--- src/rtl/vlfs_pkg.sv ---
package vlfs_pkg;

    localparam int LINE_W        = 9;
    localparam int SKIP_W        = 8;
    localparam int MODE_W        = 8;
    localparam int PAD_W         = 5;
    localparam int CFG_INDEX_W   = 1;
    localparam int CFG_DATA_W    = 8;

    localparam int FRAME_LINES_DEF            = 262;
    localparam int TOP_BORDER_LINE_DEF        = 13;
    localparam int ACTIVE_FIRST_LINE_DEF      = 38;
    localparam int ACTIVE_END_LINE_DEF        = 230;
    localparam int BOTTOM_BORDER_END_LINE_DEF = 256;
    localparam int VBLANK_LINE_DEF            = 0;

    localparam int PAL_PAD_OFFSET    = 23;
    localparam int FIELD_RISE_OFFSET = 31;
    localparam logic [PAD_W-1:0] PAL_PAD_LINES = PAD_W'(25);
    localparam logic [MODE_W-1:0] MODE_NIBBLE_MASK = 8'hf0;

    localparam logic [3:0] MODE_NARROW_A = 4'd8;
    localparam logic [3:0] MODE_NARROW_B = 4'd9;
    localparam logic [3:0] MODE_NARROW_C = 4'd11;
    localparam logic [3:0] MODE_NARROW_D = 4'd13;

    typedef enum logic [CFG_INDEX_W-1:0] {
        CFG_FRAME_SKIP = 1'b0,
        CFG_PAL_TIMING = 1'b1
    } t_cfg_index;

    typedef enum logic {
        ACT_LINE_TICK  = 1'b0,
        ACT_MODE_WRITE = 1'b1
    } t_action;

    typedef enum logic [1:0] {
        DRAW_NONE   = 2'd0,
        DRAW_BORDER = 2'd1,
        DRAW_ACTIVE = 2'd2
    } t_draw_kind;

    typedef struct packed {
        logic              action;
        logic [MODE_W-1:0] mode_value;
    } t_in_beat;

    typedef struct packed {
        logic [LINE_W-1:0] line_number;
        logic [1:0]        draw_kind;
        logic              frame_sync;
        logic              video_vsync;
        logic              field_fall_next;
        logic              field_rise_next;
        logic [PAD_W-1:0]  pad_lines;
        logic              mode_locked;
        logic              wide_fetch;
        logic              mode_taken;
    } t_out_beat;

    typedef struct packed {
        logic [LINE_W-1:0] line_count;
        logic [SKIP_W-1:0] skip_countdown;
        logic              change_lock;
        logic [MODE_W-1:0] stored_mode;
        logic              wide_mode;
    } t_state;

    typedef struct packed {
        logic [SKIP_W-1:0] frame_skip;
        logic              pal_timing;
    } t_cfg;

    function automatic logic decode_wide(input logic [MODE_W-1:0] mode);
        logic [3:0] hi;
        hi = 4'((mode & MODE_NIBBLE_MASK) >> 4);
        return !(hi == MODE_NARROW_A || hi == MODE_NARROW_B ||
                 hi == MODE_NARROW_C || hi == MODE_NARROW_D);
    endfunction

endpackage

--- src/rtl/vlfs_line_core.sv ---
module vlfs_line_core #(
    parameter int FRAME_LINES            = vlfs_pkg::FRAME_LINES_DEF,
    parameter int TOP_BORDER_LINE        = vlfs_pkg::TOP_BORDER_LINE_DEF,
    parameter int ACTIVE_FIRST_LINE      = vlfs_pkg::ACTIVE_FIRST_LINE_DEF,
    parameter int ACTIVE_END_LINE        = vlfs_pkg::ACTIVE_END_LINE_DEF,
    parameter int BOTTOM_BORDER_END_LINE = vlfs_pkg::BOTTOM_BORDER_END_LINE_DEF,
    parameter int VBLANK_LINE            = vlfs_pkg::VBLANK_LINE_DEF
) (
    input  vlfs_pkg::t_state    i_state,
    input  vlfs_pkg::t_cfg      i_cfg,
    input  vlfs_pkg::t_in_beat  i_beat,
    output vlfs_pkg::t_state    o_state,
    output vlfs_pkg::t_out_beat o_beat
);

    localparam int LW = vlfs_pkg::LINE_W;

    localparam int VBLANK_AT     = VBLANK_LINE % FRAME_LINES;
    localparam int ACT_START_AT  = ACTIVE_FIRST_LINE % FRAME_LINES;
    localparam int ACT_END_AT    = ACTIVE_END_LINE % FRAME_LINES;
    localparam int FALL_AT       = (ACTIVE_END_LINE + FRAME_LINES - 1) % FRAME_LINES;
    localparam int PAL_PAD_AT    = (ACTIVE_END_LINE + vlfs_pkg::PAL_PAD_OFFSET) % FRAME_LINES;
    localparam int RISE_AT       = (ACTIVE_END_LINE + vlfs_pkg::FIELD_RISE_OFFSET) % FRAME_LINES;

    logic [LW-1:0] line;
    logic [LW:0]   line_inc;
    logic [LW-1:0] next_line;
    logic [vlfs_pkg::SKIP_W-1:0] next_skip;

    always_comb begin
        o_state = i_state;
        o_beat  = '0;
        line      = i_state.line_count;
        line_inc  = {1'b0, line} + (LW+1)'(1);
        next_line = (line_inc == (LW+1)'(FRAME_LINES)) ? '0 : line_inc[LW-1:0];
        next_skip = i_state.skip_countdown;

        if (i_beat.action == vlfs_pkg::ACT_MODE_WRITE) begin
            o_state.stored_mode = i_beat.mode_value;
            if (!i_state.change_lock) begin
                o_state.wide_mode = vlfs_pkg::decode_wide(i_beat.mode_value);
                o_beat.mode_taken = 1'b1;
            end
        end else begin
            if (i_state.skip_countdown == '0 &&
                {1'b0, line} >= (LW+1)'(TOP_BORDER_LINE + 1)) begin
                priority if ({1'b0, line} < (LW+1)'(ACTIVE_FIRST_LINE)) begin
                    o_beat.draw_kind = vlfs_pkg::DRAW_BORDER;
                end else if ({1'b0, line} < (LW+1)'(ACTIVE_END_LINE)) begin
                    o_beat.draw_kind = vlfs_pkg::DRAW_ACTIVE;
                end else if ({1'b0, line} + (LW+1)'(2) <
                             (LW+1)'(BOTTOM_BORDER_END_LINE)) begin
                    o_beat.draw_kind = vlfs_pkg::DRAW_BORDER;
                end else begin
                    o_beat.draw_kind = vlfs_pkg::DRAW_NONE;
                end
            end
            o_state.line_count = next_line;

            if (next_line == LW'(VBLANK_AT)) begin
                o_beat.frame_sync = 1'b1;
                next_skip = (i_state.skip_countdown == '0) ? i_cfg.frame_skip
                                                           : i_state.skip_countdown - 1'b1;
                o_beat.video_vsync = (next_skip == '0);
            end
            o_state.skip_countdown = next_skip;

            if (next_line == LW'(ACT_START_AT)) begin
                o_state.change_lock = 1'b0;
                o_state.wide_mode   = vlfs_pkg::decode_wide(i_state.stored_mode);
                o_beat.mode_taken   = 1'b1;
            end
            if (next_line == LW'(FALL_AT)) begin
                o_beat.field_fall_next = 1'b1;
            end
            if (next_line == LW'(ACT_END_AT)) begin
                o_state.change_lock = 1'b1;
            end
            if (i_cfg.pal_timing && next_line == LW'(PAL_PAD_AT)) begin
                o_beat.pad_lines = vlfs_pkg::PAL_PAD_LINES;
            end
            if (next_line == LW'(RISE_AT)) begin
                o_beat.field_rise_next = 1'b1;
                if (i_cfg.pal_timing) begin
                    o_beat.pad_lines = vlfs_pkg::PAL_PAD_LINES;
                end
            end
        end

        o_beat.line_number = o_state.line_count;
        o_beat.mode_locked = o_state.change_lock;
        o_beat.wide_fetch  = o_state.wide_mode;
    end

endmodule

--- src/rtl/video_line_frame_sequencer.sv ---
// Line and field sequencer of a video display generator.
// Input channel (i_in_valid / o_in_stall / i_in_beat): one beat per event,
// either a line tick sent at the fall of horizontal sync or a mode byte write.
// Output channel (o_out_valid / i_out_stall / o_out_beat): exactly one result
// beat per input beat, in order: line counter, the kind of line just finished,
// frame/field sync flags, PAL padding, mode lock and fetch width.
// o_out_valid rises in the cycle after acceptance; throughput is one beat per
// cycle unless stalled, set by the one result register behind line/mode logic.
// Configuration (frame_skip at index 0, pal_timing at index 1) is written
// through i_cfg_we / i_cfg_index / i_cfg_data while no beat is in flight.
// Reset (synchronous, i_rst_n low) clears the line counter, skip countdown,
// lock, stored mode and configuration, sets wide fetch, and empties the
// result register. While the receiver stalls a waiting result, the result
// holds and o_in_stall is raised; an unstalled receiver never blocks input.
module video_line_frame_sequencer #(
    parameter int FRAME_LINES            = vlfs_pkg::FRAME_LINES_DEF,
    parameter int TOP_BORDER_LINE        = vlfs_pkg::TOP_BORDER_LINE_DEF,
    parameter int ACTIVE_FIRST_LINE      = vlfs_pkg::ACTIVE_FIRST_LINE_DEF,
    parameter int ACTIVE_END_LINE        = vlfs_pkg::ACTIVE_END_LINE_DEF,
    parameter int BOTTOM_BORDER_END_LINE = vlfs_pkg::BOTTOM_BORDER_END_LINE_DEF,
    parameter int VBLANK_LINE            = vlfs_pkg::VBLANK_LINE_DEF
) (
    input  logic                                i_clk,
    input  logic                                i_rst_n,
    input  logic                                i_cfg_we,
    input  logic [vlfs_pkg::CFG_INDEX_W-1:0]    i_cfg_index,
    input  logic [vlfs_pkg::CFG_DATA_W-1:0]     i_cfg_data,
    input  logic                                i_in_valid,
    output logic                                o_in_stall,
    input  vlfs_pkg::t_in_beat                  i_in_beat,
    output logic                                o_out_valid,
    input  logic                                i_out_stall,
    output vlfs_pkg::t_out_beat                 o_out_beat
);

    vlfs_pkg::t_state    r_state;
    vlfs_pkg::t_state    n_state;
    vlfs_pkg::t_cfg      r_cfg;
    logic                r_out_valid;
    vlfs_pkg::t_out_beat r_out_beat;
    vlfs_pkg::t_out_beat n_out_beat;
    logic                accept;

    assign o_in_stall  = r_out_valid && i_out_stall;
    assign accept      = i_in_valid && !o_in_stall;
    assign o_out_valid = r_out_valid;
    assign o_out_beat  = r_out_beat;

    vlfs_line_core #(
        .FRAME_LINES            (FRAME_LINES),
        .TOP_BORDER_LINE        (TOP_BORDER_LINE),
        .ACTIVE_FIRST_LINE      (ACTIVE_FIRST_LINE),
        .ACTIVE_END_LINE        (ACTIVE_END_LINE),
        .BOTTOM_BORDER_END_LINE (BOTTOM_BORDER_END_LINE),
        .VBLANK_LINE            (VBLANK_LINE)
    ) u_core (
        .i_state (r_state),
        .i_cfg   (r_cfg),
        .i_beat  (i_in_beat),
        .o_state (n_state),
        .o_beat  (n_out_beat)
    );

    always_ff @(posedge i_clk) begin
        if (!i_rst_n) begin
            r_cfg <= '0;
        end else if (i_cfg_we) begin
            unique case (i_cfg_index)
                vlfs_pkg::CFG_FRAME_SKIP: r_cfg.frame_skip <= i_cfg_data[vlfs_pkg::SKIP_W-1:0];
                vlfs_pkg::CFG_PAL_TIMING: r_cfg.pal_timing <= i_cfg_data[0];
                default:                  r_cfg <= r_cfg;
            endcase
        end
    end

    always_ff @(posedge i_clk) begin
        if (!i_rst_n) begin
            r_state.line_count     <= '0;
            r_state.skip_countdown <= '0;
            r_state.change_lock    <= 1'b0;
            r_state.stored_mode    <= '0;
            r_state.wide_mode      <= vlfs_pkg::decode_wide('0);
            r_out_valid            <= 1'b0;
        end else begin
            if (accept) begin
                r_state <= n_state;
            end
            if (accept) begin
                r_out_valid <= 1'b1;
            end else if (!i_out_stall) begin
                r_out_valid <= 1'b0;
            end
        end
    end

    always_ff @(posedge i_clk) begin
        if (accept) begin
            r_out_beat <= n_out_beat;
        end
    end

endmodule

--- config.mk ---
export PLATFORM = sky130hd
export DESIGN_NAME = video_line_frame_sequencer
export DESIGN_NICKNAME = d
export VERILOG_FILES = /design/src/rtl/vlfs_pkg.sv /design/src/rtl/vlfs_line_core.sv /design/src/rtl/video_line_frame_sequencer.sv
export SDC_FILE = /design/constraint.sdc
export NUM_CORES = 1
export LEC_CHECK = 0
export BUFFER_PORTS_ARGS = -buffer_cell sky130_fd_sc_hd__buf_2
export CAP_MARGIN = 20
export CORE_MARGIN = 8
export CORE_UTILIZATION = 25
export CTS_BUF_LIST = sky130_fd_sc_hd__clkbuf_16
export DETAILED_ROUTE_END_ITERATION = 10
export GPL_TIMING_DRIVEN = 0
export PLACE_DENSITY_LB_ADDON = 0.05
export SLEW_MARGIN = 40
export SYNTH_ARGS = -nofsm -noshare
export SYNTH_HDL_FRONTEND = slang
export SYNTH_SLANG_ARGS = --single-unit
--- constraint.sdc ---
create_clock -name i_clk -period 6.25 [get_ports i_clk]
set_input_delay 1.875 -clock i_clk [delete_from_list [all_inputs] [get_ports i_clk]]
set_output_delay 1.875 -clock i_clk [all_outputs]
set_load 0.005 [all_outputs]
==> tab_implementation.tex, run 1 <==
\begin{tabular}{lr}
\hline
Metric & Value \\
\hline
\multicolumn{2}{l}{\textbf{Routing}} \\
\quad Wire length per cell & 16.7 µm \\
\quad Routed via count divided by cell count & 5.01 \\
\quad Post-detailed-route DRC marker count & 0 \\
\quad Drt pass-1 iters & 5 \\
\quad Number of DRC markers after the initial detailed-route iteration & 245 \\
\quad Routed wire length & 9.15 mm \\
\quad Remaining number of nets flagged by the antenna check after routing & 0 \\
\quad Via Count & 2739 \\
\multicolumn{2}{l}{\textbf{Finish}} \\
\quad Most used cells in the layout excluding fill and tap cells & buf\_2 (44), dfxtp\_1 (33), nor2\_1 (32), nand2\_1 (32), edfxtp\_1 (19) \\
\quad Total number of nets in the final design & 426 \\
\quad \# fillers & 1318 \\
\quad Area of the multi-input gates & 0.00163 mm² \\
\quad Most frequent standard cell in the layout excluding fill and tap cells & buf\_2 \\
\quad Share of final-layout standard cells stronger than drive strength 1 & 17.8\% \\
\quad Antenna diodes & 0 \\
\quad Area added between synthesis and finish & 18.1\% \\
\quad Register area & 0.00123 mm² \\
\multicolumn{2}{l}{\textbf{GRT}} \\
\quad Number of antenna violations at the first check in global routing & 0 \\
\quad Number of global-route vias before repair & 2641 \\
\quad Overall overflow remaining after global route & 0 \\
\quad Maximum number of pins on one net before global-route repair & 16 \\
\quad Wire length of the first global-routing pass & 14.9 mm \\
\quad Global router's overall resource usage & 11.7\% \\
\multicolumn{2}{l}{\textbf{Timing}} \\
\quad Worst max-slew margin expressed relative to the limit & 56.6\% \\
\quad Fraction of the cycle the final worst path needs & 66.1\% \\
\quad Final TNS setup & 0 ns \\
\quad Pins over their slew limit & 0 \\
\quad Fmax achieved & 242 MHz \\
\quad Slew @ Worst Pin & 0.651 ns \\
\quad Clock Skews & 0.00341 ns \\
\quad Count of endpoints failing hold in the final timing report & 0 \\
\quad Final critical path time including I/O delays and setup & 4.13 ns \\
\quad Final number of setup-violating endpoints & 0 \\
\quad Unrepaired setup endpoints after global routing & false \\
\quad Final worst hold slack & 0.457 ns \\
\multicolumn{2}{l}{\textbf{Placement}} \\
\quad Count of input and output buffers & 40 \\
\quad Routability cong. & 0.776 \\
\quad Placed wire-length estimate & 6.81 mm \\
\multicolumn{2}{l}{\textbf{Power and ir drop}} \\
\quad Peak supply drop & 98.1 µV \\
\quad Pwr per Cell Area & 199 mW/mm² \\
\quad Cell leakage power & 1.38 nW \\
\multicolumn{2}{l}{\textbf{Critical path}} \\
\quad Capturing element type of the critical path & output port \\
\quad Type of the worst setup path & in -> out \\
\quad Delay of the slowest cell on the worst path & 0.15 ns \\
\quad Kind of cell adding the most delay to the critical path & buffers and inverters \\
\quad CP Data Arrival Time & 2.25 ns \\
\quad Worst path most repeated cell & buf\_2 \\
\quad Worst Reg2Reg Path Length in Cells & 8 \\
\quad Peak fanout along the critical path & 2 \\
\quad Kind of launch point of the worst setup path & input port \\
\quad Library cell contributing the largest single delay on the critical path & and2\_1 \\
\quad Source of the worst register-to-register timing path & r\_state[19] \\
\quad R2R Path End & r\_state[17] \\
\quad Number of buffers and inverters on the critical path & 2 \\
\quad Slack of the worst reg-to-reg path & 3.63 ns \\
\quad Cell-by-cell trace of the critical path & buf\_2 -> and2\_1 -> buf\_2 \\
\quad Req. time, crit path & 4.38 ns \\
\quad Source of the critical timing path & i\_out\_stall \\
\multicolumn{2}{l}{\textbf{Floorplan}} \\
\quad CORE AREA & 0.0120 mm² \\
\quad Die width & 127 µm \\
\quad Initial Utilization & 25.6\% \\
\quad Area of the die & 0.0161 mm² \\
\quad Std-Cell Rows & 40 \\
\quad Number of top-level pins & 48 \\
\quad Vertical die dimension & 127 µm \\
\multicolumn{2}{l}{\textbf{Hold path}} \\
\quad Type of the tightest min-delay check & reg -> reg \\
\quad Critical hold path startpoint & r\_state[5] \\
\quad End point of the worst hold path & r\_state[5] \\
\quad Number of cells on the worst hold path & 2 \\
\multicolumn{2}{l}{\textbf{Yosys}} \\
\quad Sequential fraction of the synthesis area & 40.0\% \\
\quad Number of synthesized flops with an enable pin & 19 \\
\quad Netlist area before placement & 0.00308 mm² \\
\quad Cell count after synthesis & 350 \\
\quad Post-synthesis cell type count & 70 \\
\quad Most used DFF post-synth & dfxtp\_1 \\
\quad Ys Warns & 0 \\
\quad Proportion of register bits with asynchronous set or reset after synthesis & 0\% \\
\quad Synthesized area divided by synthesized cell count & 8.80 µm² \\
\quad Post-synthesis sequential element count & 52 \\
\multicolumn{2}{l}{\textbf{Clock network}} \\
\quad CTS clock-pin slew for the worst setup and hold paths & 0.07 ns \\
\quad Hold\_buf cts & 0 \\
\quad Number of buffers inserted during clock tree synthesis & 5 \\
\quad Root buffer cell & clkbuf\_16 \\
\quad Post-CTS Setup Bufs & 0 \\
\quad TritonCTS Sinks & 52 \\
\quad Largest buffer count on any clock path & 2 \\
\quad TritonCTS clock tree & yes \\
\quad Cts repair resizes & 0 \\
\quad Number of levels the H-tree was split into & 2 \\
\quad Clock latency on the worst-skew pair & 0.30 ns \\
\multicolumn{2}{l}{\textbf{Flow run}} \\
\quad Max-cap violations & 0 \\
\multicolumn{2}{l}{\textbf{Run status}} \\
\quad Run status & finished, final reports clean \\
\hline
\end{tabular}
-- Yosys cell counts (10+ instances only) --
cell type / instances / area, µm²
inv_1: 13 / 48.8
mux2i_1: 12 / 120
nand3_1: 16 / 80.1
dfxtp_1: 33 / 661
a21oi_1: 10 / 50.1
clkbuf_1: 18 / 67.6
a31oi_1: 10 / 62.6
o21ai_0: 16 / 80.1
nand2_1: 32 / 120
nor3_1: 10 / 50.1
nor2_1: 32 / 120
edfxtp_1: 19 / 571
-- cell families (layout without fill, tap and decap cells) --
logic type      after synthesis  in the layout  share of synthesized area (%)
xor+xnor                     16             16                           4.55
fa+ha+maj                     5              5                           1.95
buf+inv                      46             95                           7.23
mux                          12             12                           3.90
flops                        52             52                           40.0
other cells                   1              2                          0.122
compound gates               82             82                           19.3
simple gates                136            136                           23.0
-- registers in the layout, indices dropped and copies added (netlist names) --
register,count
o_out_valid,1
o_out_beat,19
r_cfg,9
r_state,23
-- worst max path at each step --
| stage | end | slack, ns | cells past startpoint |
|---|---|---|---|
| 2_1_floorplan | o_in_stall | 2.35 | 1 |
| 3_3_place_gp | r_state[7] | 1.90 | 6 |
| 3_5_place_dp | o_in_stall | 2.12 | 3 |
| 4_1_cts | o_in_stall | 2.12 | 3 |
| 5_1_grt | o_in_stall | 2.10 | 3 |
| 6_report | o_in_stall | 2.12 | 3 |
-- power by group --
| group | switching, mW | internal, mW |
|---|---|---|
| Sequential | 0.00587 | 0.363 |
| Combinational | 0.0474 | 0.0303 |
| Clock | 0.133 | 0.146 |
| Total | 0.186 | 0.539 |
-- worst register-to-register path, stage by stage, from the launching register on --
cell and delay [ns]:
dfxtp_1 0.33, buf_2 0.22, inv_1 0.06, ha_1 0.39, nand2_1 0.10, or3_1 0.34
o211ai_1 0.43, nand3_1 0.34, o31ai_1 0.32
-- routing by layer --
metal  vias to the layer above  GRT usage [%]  routed length (µm)
met5                         -              0                   0
met4                         0           3.22                 114
met3                         9           3.29                 471
met2                        65           17.3                3830
met1                      1284           16.3                4730
li1                       1381              -                   -
-- stage by stage --
step | setup slack (ns) | std cells | total power [mW] | util [%] | cell area (µm²)
after floorplan | 2.35 | 351 | 0.420 | - | 3080
final | 2.12 | 547 | 0.725 | 30.3 | 3640
after global routing | 2.10 | 547 | 0.761 | 30.3 | 3640
after CTS | 2.12 | 547 | 0.737 | 30.3 | 3640
after detailed placement | 2.12 | 539 | 0.455 | 29.1 | 3500
after global placement | 1.90 | 538 | 0.453 | 28.9 | 3470
-- layout make-up --
cell class              count  share of cell area (%)
plain buffers              32                    4.71
clock buffers               5                    3.44
clock inverters             3                   0.413
inverters                  14                    1.44
multi-input cells         253                    44.8
flip-flops and latches     52                    33.8
well taps                 147                    5.06
repair buffers             41                    6.26
No activity file was read; power rests on OpenSTA's default activity.
==> run 2, diff against run 1 <==
Settings changed: ABC_AREA set to 1.
Clock period 6.25 ns to 3.55 ns, I/O delays scaled along.
==> tab_implementation.tex, run 2 <==
\begin{tabular}{lr}
\hline
Metric & Value \\
\hline
\multicolumn{2}{l}{\textbf{Finish}} \\
\quad Core utilization of the finished layout & 30.7\% \\
\quad Area added between synthesis and finish & 20.1\% \\
\quad Area of the multi-input gates & 0.00125 mm² \\
\quad Register area & 0.00123 mm² \\
\quad Number of standard cells in the final layout excluding fillers & 570 \\
\quad Max reg flops & 23 \\
\quad Most used cells in the layout excluding fill and tap cells & nand2\_1 (68), inv\_1 (54), nor2\_1 (46), o21ai\_0 (46), buf\_2 (42) \\
\quad Antenna diodes & 0 \\
\quad Share of final-layout standard cells stronger than drive strength 1 & 17.4\% \\
\quad Most frequent standard cell in the layout excluding fill and tap cells & nand2\_1 \\
\quad Register ranked first by flip-flop count & r\_state \\
\quad Total number of nets in the final design & 456 \\
\quad \# fillers & 1223 \\
\multicolumn{2}{l}{\textbf{GRT}} \\
\quad Maximum number of pins on one net before global-route repair & 24 \\
\quad Number of antenna violations at the first check in global routing & 0 \\
\quad Overall overflow remaining after global route & 0 \\
\quad Wire length of the first global-routing pass & 12.3 mm \\
\quad Number of global-route vias before repair & 2415 \\
\quad Global router's overall resource usage & 10.7\% \\
\multicolumn{2}{l}{\textbf{Power and ir drop}} \\
\quad Portion of total power attributed to combinational logic & 16.6\% \\
\quad Switching part of the total power & 28.2\% \\
\quad Sequential cell fraction of total power & 48.7\% \\
\quad Power consumption & 1.40 mW \\
\quad Peak supply drop & 152 µV \\
\quad Cell leakage power & 1.56 nW \\
\quad Switching pwr & 395 µW \\
\quad Internal power & 1.00 mW \\
\quad Pwr per Cell Area & 421 mW/mm² \\
\quad Share of total power in the clock network & 34.7\% \\
\multicolumn{2}{l}{\textbf{Yosys}} \\
\quad Most used DFF post-synth & dfxtp\_1 \\
\quad Post-synthesis cell type count & 31 \\
\quad Post-synthesis sequential element count & 52 \\
\quad Number of synthesized flops with an enable pin & 19 \\
\quad Post-synthesis cell type with the largest combined area & dfxtp\_1 \\
\quad Netlist area before placement & 0.00277 mm² \\
\quad Proportion of register bits with asynchronous set or reset after synthesis & 0\% \\
\quad Sequential fraction of the synthesis area & 44.5\% \\
\quad Proportion of netlist area held by the largest area contributor & 23.9\% \\
\quad Cell count after synthesis & 379 \\
\quad Most numerous cell in the Yosys netlist & nand2\_1 \\
\quad Synthesized area divided by synthesized cell count & 7.30 µm² \\
\quad Ys Warns & 0 \\
\quad Leading cell types by count after synthesis & nand2\_1 (68), inv\_1 (54), nor2\_1 (46), o21ai\_0 (46), dfxtp\_1 (33) \\
\quad Top cells by area in the synthesized netlist & dfxtp\_1 (24\%), edfxtp\_1 (21\%), nand2\_1 (9.2\%) \\
\multicolumn{2}{l}{\textbf{Timing}} \\
\quad Fraction of the cycle the final worst path needs & 71.2\% \\
\quad Fmax achieved & 395 MHz \\
\quad Unrepaired setup endpoints after global routing & false \\
\quad Final worst hold slack & 0.463 ns \\
\quad Final number of setup-violating endpoints & 0 \\
\quad Slew @ Worst Pin & 0.618 ns \\
\quad Worst max-slew margin expressed relative to the limit & 58.8\% \\
\quad Pins over their slew limit & 0 \\
\quad Final critical path time including I/O delays and setup & 2.53 ns \\
\quad Clock Skews & 0.00563 ns \\
\quad Count of endpoints failing hold in the final timing report & 0 \\
\quad Final TNS setup & 0 ns \\
\multicolumn{2}{l}{\textbf{Flow run}} \\
\quad Max-cap violations & 0 \\
\multicolumn{2}{l}{\textbf{Routing}} \\
\quad Routed wire length & 7.58 mm \\
\quad Via Count & 2469 \\
\quad Post-detailed-route DRC marker count & 0 \\
\quad Remaining number of nets flagged by the antenna check after routing & 0 \\
\quad Wire length per cell & 13.3 µm \\
\quad Routed via count divided by cell count & 4.33 \\
\quad Number of DRC markers after the initial detailed-route iteration & 135 \\
\quad Drt pass-1 iters & 5 \\
\multicolumn{2}{l}{\textbf{Critical path}} \\
\quad Cell depth of the worst setup path & 15 \\
\quad Peak fanout along the critical path & 9 \\
\quad Req. time, crit path & 3.78 ns \\
\quad Number of buffers and inverters on the critical path & 0 \\
\quad Library cell contributing the largest single delay on the critical path & dfxtp\_1 \\
\quad R2R Path End & r\_state[12] \\
\quad Worst Reg2Reg Path Length in Cells & 15 \\
\quad CP endpoint & r\_state[12] \\
\quad Capturing element type of the critical path & flop \\
\quad Source of the critical timing path & r\_state[18] \\
\quad CP Data Arrival Time & 2.76 ns \\
\quad Kind of launch point of the worst setup path & flop \\
\quad Source of the worst register-to-register timing path & r\_state[18] \\
\quad Kind of cell adding the most delay to the critical path & simple AND/OR/NAND/NOR gates \\
\quad Cell-by-cell trace of the critical path & ha\_1 -> nand3\_2 -> nor2\_2 -> nand2\_1 -> nand2\_1 -> nand2\_1 -> nor2\_2 -> nand2\_2 -> nand2\_2 -> nand2\_1 -> nor2\_1 -> nand2\_2 -> nor2\_4 -> o21ai\_0 -> nor2\_1 \\
\quad Slack of the worst reg-to-reg path & 1.02 ns \\
\quad Type of the worst setup path & reg -> reg \\
\quad Worst path most repeated cell & nand2\_1 \\
\quad Delay of the slowest cell on the worst path & 0.55 ns \\
\multicolumn{2}{l}{\textbf{Placement}} \\
\quad Placed wire-length estimate & 5.91 mm \\
\quad Routability cong. & 0.751 \\
\quad Placed Cells incl. Taps & 562 \\
\quad Count of input and output buffers & 41 \\
\multicolumn{2}{l}{\textbf{Hold path}} \\
\quad Critical hold path startpoint & r\_state[8] \\
\quad Type of the tightest min-delay check & reg -> reg \\
\multicolumn{2}{l}{\textbf{Floorplan}} \\
\quad Initial Utilization & 25.5\% \\
\quad Area of the die & 0.0147 mm² \\
\quad Vertical die dimension & 121 µm \\
\quad Number of top-level pins & 48 \\
\quad Std-Cell Rows & 38 \\
\quad Die width & 121 µm \\
\quad CORE AREA & 0.0108 mm² \\
\multicolumn{2}{l}{\textbf{Clock network}} \\
\quad Post-CTS Setup Bufs & 0 \\
\quad Number of levels the H-tree was split into & 2 \\
\quad Clock latency on the worst-skew pair & 0.29 ns \\
\quad Largest buffer count on any clock path & 2 \\
\quad Cts repair resizes & 0 \\
\quad CTS clock-pin slew for the worst setup and hold paths & 0.07 ns \\
\quad TritonCTS Sinks & 52 \\
\quad Number of buffers inserted during clock tree synthesis & 5 \\
\quad TritonCTS clock tree & yes \\
\quad Hold\_buf cts & 0 \\
\quad Root buffer cell & clkbuf\_16 \\
\multicolumn{2}{l}{\textbf{Run status}} \\
\quad Run status & finished, final reports clean \\
\hline
\end{tabular}
-- run 2: power groups by stage --
| stage | clock (mW) | combinational [mW] | sequential, mW |
|---|---|---|---|
| floorplan | 0 | 0.151 | 0.692 |
| global placement | 0 | 0.232 | 0.695 |
| detailed placement | 0 | 0.236 | 0.695 |
| CTS | 0.510 | 0.237 | 0.682 |
| global route | 0.531 | 0.269 | 0.686 |
| finish | 0.485 | 0.232 | 0.681 |
-- run 2: cell families (layout without fill, tap and decap cells) --
family | Yosys count | after routing | share of synthesized area [%]
compound gates | 76 | 76 | 14.1
xor+xnor | 5 | 5 | 1.58
fa+ha+maj | 4 | 4 | 1.81
buf+inv | 72 | 122 | 10.5
flops | 52 | 52 | 44.5
other cells | 1 | 2 | 0.135
simple gates | 169 | 169 | 27.4
-- run 2: final cells by class --
class / count / area share (%)
clock inverter: 3 / 0.527
buffer: 15 / 2.33
sequential: 52 / 37.0
timing repair buffer: 42 / 7.00
clock buffer: 5 / 3.77
tap: 140 / 5.27
inverter: 57 / 6.44
multi-input combinational: 256 / 37.6
-- run 2: worst min-delay path by stage --
stage	end	slack, ns	cells past startpoint
detailed placement	r_state[8]	0.46	2
global route	r_state[8]	0.50	2
finish	r_state[8]	0.46	2
CTS	r_state[8]	0.47	2
floorplan	r_cfg[2]	0.42	2
global placement	r_state[0]	0.45	2
-- run 2: metal layers --
layer  up-vias  part of all wire (%)  GRT usage (%)
li1       1319                     -              -
met1      1107                    47           13.0
met2        35                    49           18.3
met3         8                   3.5           2.56
met4         0                   1.1           3.16
met5         -                     0              0
-- run 2: worst min-delay path, delay by kind of cell (launching register included) --
kind / cells / cell delay, ns
DFF: 1 / 0.30
AOI/OAI and AO/OA: 1 / 0.06
buffers and inverters: 1 / 0.06
-- run 2: per-stage QoR --
step | cell area, µm² | setup WS (ns)
finish | 3320 | 1.02
global route | 3320 | 0.715
detailed placement | 3180 | 0.878
CTS | 3320 | 0.988
global placement | 3150 | 0.215
floorplan | 2770 | 0.966
